--- src/sv/alist_pkg.sv ---
`timescale 1ns / 1ps

package alist_pkg;

  localparam logic [1:0] MODE_READ   = 2'd0;
  localparam logic [1:0] MODE_INSERT = 2'd1;
  localparam logic [1:0] MODE_DELETE = 2'd2;
  localparam logic [1:0] MODE_CLEAR  = 2'd3;

  localparam logic [1:0] ST_OK   = 2'd0;
  localparam logic [1:0] ST_FULL = 2'd1;
  localparam logic [1:0] ST_END  = 2'd2;

  localparam int IN_BYTES  = 3;
  localparam int OUT_BYTES = 2;

  typedef enum logic [8:0] {
    S_IDLE  = 9'b000000001,
    S_WAIT  = 9'b000000010,
    S_LOOK  = 9'b000000100,
    S_DWAIT = 9'b000001000,
    S_DLINK = 9'b000010000,
    S_SCAN  = 9'b000100000,
    S_INS   = 9'b001000000,
    S_INS2  = 9'b010000000,
    S_RESP  = 9'b100000000
  } state_t;

endpackage

--- src/sv/array_linked_list.sv ---
`timescale 1ns / 1ps
// A clear or a bad start cell gives its result the cycle after the item is taken.
// A read walks the links from the start cell towards position, one cell per S_WAIT/S_LOOK
// pair; a delete adds S_DWAIT and S_DLINK, and an insert adds the free-cell scan (S_SCAN,
// one cell checked at a time, up to CELLS) and the writes in S_INS and S_INS2. One item is
// in flight at a time; the next item is taken the cycle after the result is taken.
// Reset (rst, synchronous, active high) empties the list and frees every cell.
module array_linked_list #(
  parameter int CELLS = 15
) (
  input  logic                                clk,
  input  logic                                rst,
  input  logic                                s_axis_tvalid,
  output logic                                s_axis_tready,
  // Fields from bit 0 up: mode[1:0], start_cell[5:2], position[9:6], write_value[17:10].
  input  logic [alist_pkg::IN_BYTES*8-1:0]    s_axis_tdata,
  output logic                                m_axis_tvalid,
  input  logic                                m_axis_tready,
  // Fields from bit 0 up: read_value[7:0], cell_used[11:8], status[13:12], list_empty[14].
  output logic [alist_pkg::OUT_BYTES*8-1:0]   m_axis_tdata
);
  import alist_pkg::*;

  localparam int IDXW = $clog2(CELLS + 1);

  state_t            state;
  logic [1:0]        mode;
  logic [7:0]        wval;
  logic [3:0]        steps;
  logic [IDXW-1:0]   cur;
  logic [IDXW-1:0]   prev;
  logic [IDXW-1:0]   idx;
  logic [IDXW-1:0]   aux;
  logic [IDXW-1:0]   used;
  logic [IDXW-1:0]   head_link;
  logic [7:0]        rv;
  logic [1:0]        status;
  logic [CELLS:0]    in_use;

  logic [7:0]        value_mem [CELLS+1];
  logic [IDXW-1:0]   link_mem  [CELLS+1];
  logic [7:0]        value_q;
  logic [IDXW-1:0]   link_q;

  logic              link_we;
  logic              value_we;
  logic [IDXW-1:0]   waddr;
  logic [IDXW-1:0]   link_wdata;

  logic [1:0]        in_mode;
  logic [3:0]        in_start;
  logic [3:0]        in_pos;
  logic [7:0]        in_wval;
  logic              bad_start;
  logic [IDXW-1:0]   cur_link;

  assign in_mode  = s_axis_tdata[1:0];
  assign in_start = s_axis_tdata[5:2];
  assign in_pos   = s_axis_tdata[9:6];
  assign in_wval  = s_axis_tdata[17:10];

  assign bad_start = (int'(in_start) > CELLS) ||
                     ((in_start != 4'd0) && !in_use[IDXW'(in_start)]);

  assign cur_link = (cur == '0) ? head_link : link_q;

  assign s_axis_tready = (state == S_IDLE);
  assign m_axis_tvalid = (state == S_RESP);
  assign m_axis_tdata  = {1'b0, (head_link == '0), status, 4'(used), rv};

  always_ff @(posedge clk) begin
    value_q <= value_mem[cur];
    link_q  <= link_mem[cur];
    if (value_we) begin
      value_mem[waddr] <= wval;
    end
    if (link_we) begin
      link_mem[waddr] <= link_wdata;
    end
  end

  always_comb begin
    link_we    = 1'b0;
    value_we   = 1'b0;
    waddr      = cur;
    link_wdata = aux;
    unique case (state)
      S_INS: begin
        link_we  = 1'b1;
        value_we = 1'b1;
        waddr    = idx;
      end
      S_INS2: begin
        link_we    = (cur != '0);
        link_wdata = idx;
      end
      S_DLINK: begin
        link_we    = (prev != '0);
        waddr      = prev;
        link_wdata = link_q;
      end
      default: begin
      end
    endcase
  end

  always_ff @(posedge clk) begin
    if (rst) begin
      state     <= S_IDLE;
      head_link <= '0;
      in_use    <= '0;
    end else begin
      unique case (state)
        S_IDLE: begin
          if (s_axis_tvalid) begin
            mode   <= in_mode;
            wval   <= in_wval;
            rv     <= 8'd0;
            used   <= '0;
            status <= ST_OK;
            cur    <= IDXW'(in_start);
            steps  <= (in_pos > 4'd1) ? in_pos - 4'd1 : 4'd0;
            if (in_mode == MODE_CLEAR) begin
              head_link <= '0;
              in_use    <= '0;
              state     <= S_RESP;
            end else if (bad_start) begin
              status <= ST_END;
              state  <= S_RESP;
            end else begin
              state <= S_WAIT;
            end
          end
        end
        S_WAIT: begin
          state <= S_LOOK;
        end
        S_LOOK: begin
          if (steps != 4'd0) begin
            if (cur_link == '0) begin
              status <= ST_END;
              state  <= S_RESP;
            end else begin
              cur   <= cur_link;
              steps <= steps - 4'd1;
              state <= S_WAIT;
            end
          end else begin
            unique case (mode)
              MODE_READ: begin
                rv    <= (cur != '0) ? value_q : 8'd0;
                used  <= cur;
                state <= S_RESP;
              end
              MODE_INSERT: begin
                aux   <= cur_link;
                idx   <= IDXW'(1);
                state <= S_SCAN;
              end
              default: begin
                if (cur_link == '0) begin
                  status <= ST_END;
                  state  <= S_RESP;
                end else begin
                  prev  <= cur;
                  cur   <= cur_link;
                  state <= S_DWAIT;
                end
              end
            endcase
          end
        end
        S_DWAIT: begin
          state <= S_DLINK;
        end
        S_DLINK: begin
          if (prev == '0) begin
            head_link <= link_q;
          end
          in_use[cur] <= 1'b0;
          used        <= cur;
          state       <= S_RESP;
        end
        S_SCAN: begin
          if (!in_use[idx]) begin
            state <= S_INS;
          end else if (int'(idx) == CELLS) begin
            status <= ST_FULL;
            state  <= S_RESP;
          end else begin
            idx <= idx + IDXW'(1);
          end
        end
        S_INS: begin
          in_use[idx] <= 1'b1;
          state       <= S_INS2;
        end
        S_INS2: begin
          if (cur == '0) begin
            head_link <= idx;
          end
          used  <= idx;
          state <= S_RESP;
        end
        S_RESP: begin
          if (m_axis_tready) begin
            state <= S_IDLE;
          end
        end
        default: begin
          state <= S_IDLE;
        end
      endcase
    end
  end

endmodule

--- config.mk ---
export PLATFORM = sky130hd
export DESIGN_NAME = array_linked_list
export DESIGN_NICKNAME = d
export VERILOG_FILES = /design/src/sv/alist_pkg.sv /design/src/sv/array_linked_list.sv
export SDC_FILE = /design/constraint.sdc
export NUM_CORES = 1
export LEC_CHECK = 0
export BUFFER_PORTS_ARGS = -buffer_cell sky130_fd_sc_hd__buf_2
export CORE_UTILIZATION = 61
export CTS_CLUSTER_DIAMETER = 50
export DETAILED_ROUTE_END_ITERATION = 8
export GPL_TIMING_DRIVEN = 0
export PLACE_DENSITY = 0.78
export SKIP_CTS_REPAIR_TIMING = 1
export SYNTH_ARGS = -nofsm -noshare
export SYNTH_HDL_FRONTEND = slang
export SYNTH_SLANG_ARGS = --single-unit
--- constraint.sdc ---
create_clock -name clk -period 3.5 [get_ports clk]
set_input_delay 0.175 -clock clk [delete_from_list [all_inputs] [get_ports clk]]
set_output_delay 0.175 -clock clk [all_outputs]
set_load 0.03 [all_outputs]
==> flow_summary.ini <==
[logic_synthesis]
ys_warn_count = 0
ys_seq_elements = 277
synth_top_area_share_pct = 61.0
ys.flop_type = edfxtp_1
avgSynthCellArea_um2 = 16.4
syn_area_um2 = 11600
synth_fp_nets = 743
synth_area_leaders = edfxtp_1 61%, mux4_2 13%, dfxtp_1 7.1%
ys_top_cells_by_count = 236 x edfxtp_1, 71 x nor2_1, 67 x mux4_2
synth_cells = 707
synth-seq-area-share_pct = 68.1
synth_edf_count = 236
async_flop_share_pct = 0
yosysUniqueCellTypes = 65
synthMostInstantiatedCell = edfxtp_1
yosys.area.top_type = edfxtp_1

[place]
pre_cts_ws_ns = 0.145
hpwl_um = 17900
portBuffers = 37
place_congestion = 0.898

[critical_path]
cp_max_fo = 10
required_ns = 3.66
reg2reg_slack_ns = 0.07
critPathKind = flip-flop to flip-flop
cp-end-kind = flip-flop
setup.worst_path.start_class = flip-flop
slowest_delay_ns = 0.70
worstPathCellList = clkbuf_1 -> buf_1 -> clkbuf_1 -> o2bb2ai_1 -> nand2_1 -> nor2_1
critPathSlowestCell = nor2_1
arrival_ns = 3.58
critPathMostFrequentCell = clkbuf_1

[detailed_routing]
drc_errors = 1
wl_per_cell_um = 25.2
drt_wl_total_um = 26300
drt_iter0_drc = 620
drt-pass1-iter-count = 7
ant_nets = 0
vias_per_cell = 6.65
num_vias = 6953

[timing]
slew_viol_final = 0
finalHoldViolCount = 1
holdWs_ns = -0.00215
tightest_slew_ns = 1.31
fin_crit_sh_pct = 97.9
setup_ws_ns = 0.0733
relSlewSlack_pct = 11.5
setup_violations = 0
timing.final.crit_period_ns = 3.43
grt_setup_unrepaired = yes
finalClockSkew_ns = 0.0102
max_freq_ghz = 0.292

[global_route]
use_met1_pct = 38.4
grt_usage_pct = 27.7
grt_pass1_vias = 6853
grt_use_met3_pct = 5.47
grt_first_pass_wirelength_um = 40000
antenna_found_initial = 0
gr-max-usage-layer = met2
grt_max_degree = 17
met2_usage_pct = 43.8
globalRouteOverflowTotal = 0

[pwr]
leakage_nw = 4.32
power.total_w = 0.00758
ir_drop_mv = 0.424
cellPowerDensity_nw_per_um2 = 576

[clocking]
cts_root_buffer = clkbuf_16
path_clk_slew_ns = 0.06
cts_tree = done
htreeDepth = 1
cts_inserted_buffers = 27
clock-sinks = 277
clockBufferDepth = 3
clk_latency_ns = 0.54

[outcome]
status = finished, violations left
violations = DRC, hold timing

[floorplan]
io_pins = 46
die_x_um = 140
floorplan.initialDensity_pct = 62.1
die_h_um = 140
row_count = 50
core_um2 = 18700
die-area_um2 = 19600

[final_layout]
diodes = 0
num-nets-final = 826
drive_gt1_share_pct = 25.0
synthToLayoutAreaGrowth_pct = 13.3

[hold_path]
hold_class = primary input to flip-flop

[flow_run]
cap_violations = 0
## placed cells by master, fill, tap and decap left out, drive strengths merged, types with 4 or more instances in the layout
cell         instances
inv                 14
a21o                 4
a22oi                5
nor4                15
a32oi               12
clkbuf              57
or3                  6
nand2               32
nor3                13
mux4                67
clkinv              11
nor2b                6
or2                  4
nor2                71
edfxtp             236
ha                   8
nand2b               4
mux2i                8
nand3               13
xnor2                4
dlygate4sd3         10
o21ai               10
clkinvlp             5
a22o                 9
mux2                12
nand4                9
a21oi               14
dfxtp               41
buf                 59
and2                10
## flip-flops by register name (all words and copies together) (netlist names)
name / count
aux: 4
wval: 8
state: 9
head_link: 4
cur: 4
value_q: 8
rv: 8
idx: 4
steps: 4
used: 4
prev: 4
link_mem: 64
in_use: 16
value_mem: 128
link_q: 4
mode: 2
status: 2
## cell type report
cell class                 count  area [um^2]
inverter                      12         45.0
timing repair buffer          54          342
multi-input combinational    376         3530
buffer                        42          181
sequential                   277         7910
tap                          234          293
fill                        1150         5550
clock buffer                  30          687
clock inverter                20          163
## routing by layer
metal	wire length (um)	up-vias
met3	2300	81
li1	-	2976
met4	983	0
met1	10500	3507
met5	0	-
met2	12500	389
## power breakdown
| group | switching [W] | internal (W) |
|---|---|---|
| Sequential | 0.0000941 | 0.00372 |
| Combinational | 0.000582 | 0.000405 |
| Clock | 0.00121 | 0.00157 |
## worst max-delay path: cells and delay by family (launching register included)
family                 cells  cell delay, ns
AOI/OAI and AO/OA          1            0.30
buffers and inverters      3            1.39
DFF                        1            0.37
and+or+nand+nor            2            0.97
## logic make-up after synthesis
kind of cell	count (synthesis)	synth area share [%]
AO/OA/AOI/OAI	74	4.73
XOR/XNOR	5	0.377
adder cells (fa/ha/maj)	8	0.862
buffers and inverters	54	1.95
flip-flops	277	68.1
multiplexers	87	14.8
other	1	0.0323
AND/OR/NAND/NOR	201	9.10
## metrics by stage
step | utilization, % | instances | area, um^2 | hold WS [ns] | TNS, ns
global placement | 64.6 | 978 | 12100 | 0.351 | -12.77
floorplan | - | 707 | 11600 | 0.274 | 0
detailed placement | 65.2 | 985 | 12200 | 0.353 | 0
CTS | 69.7 | 1035 | 13000 | -0.200 | 0
finish | 70.3 | 1045 | 13200 | -0.00215 | 0
global route | 70.3 | 1045 | 13200 | 0.0147 | -0.774
## path summary, 6_finish.rpt
kind	cells after the start	endpoint	start
setup / recovery	6	value_mem[2][3]$_DFFE_PP_	cur[1]$_DFFE_PP_
hold / removal	3	state[8]$_SDFFE_PP0P_	rst
hold reg to reg	0	prev[0]$_DFFE_PP_	cur[0]$_DFFE_PP_
setup reg to reg	6	value_mem[2][3]$_DFFE_PP_	cur[1]$_DFFE_PP_
(Power assumes the default switching activity.)
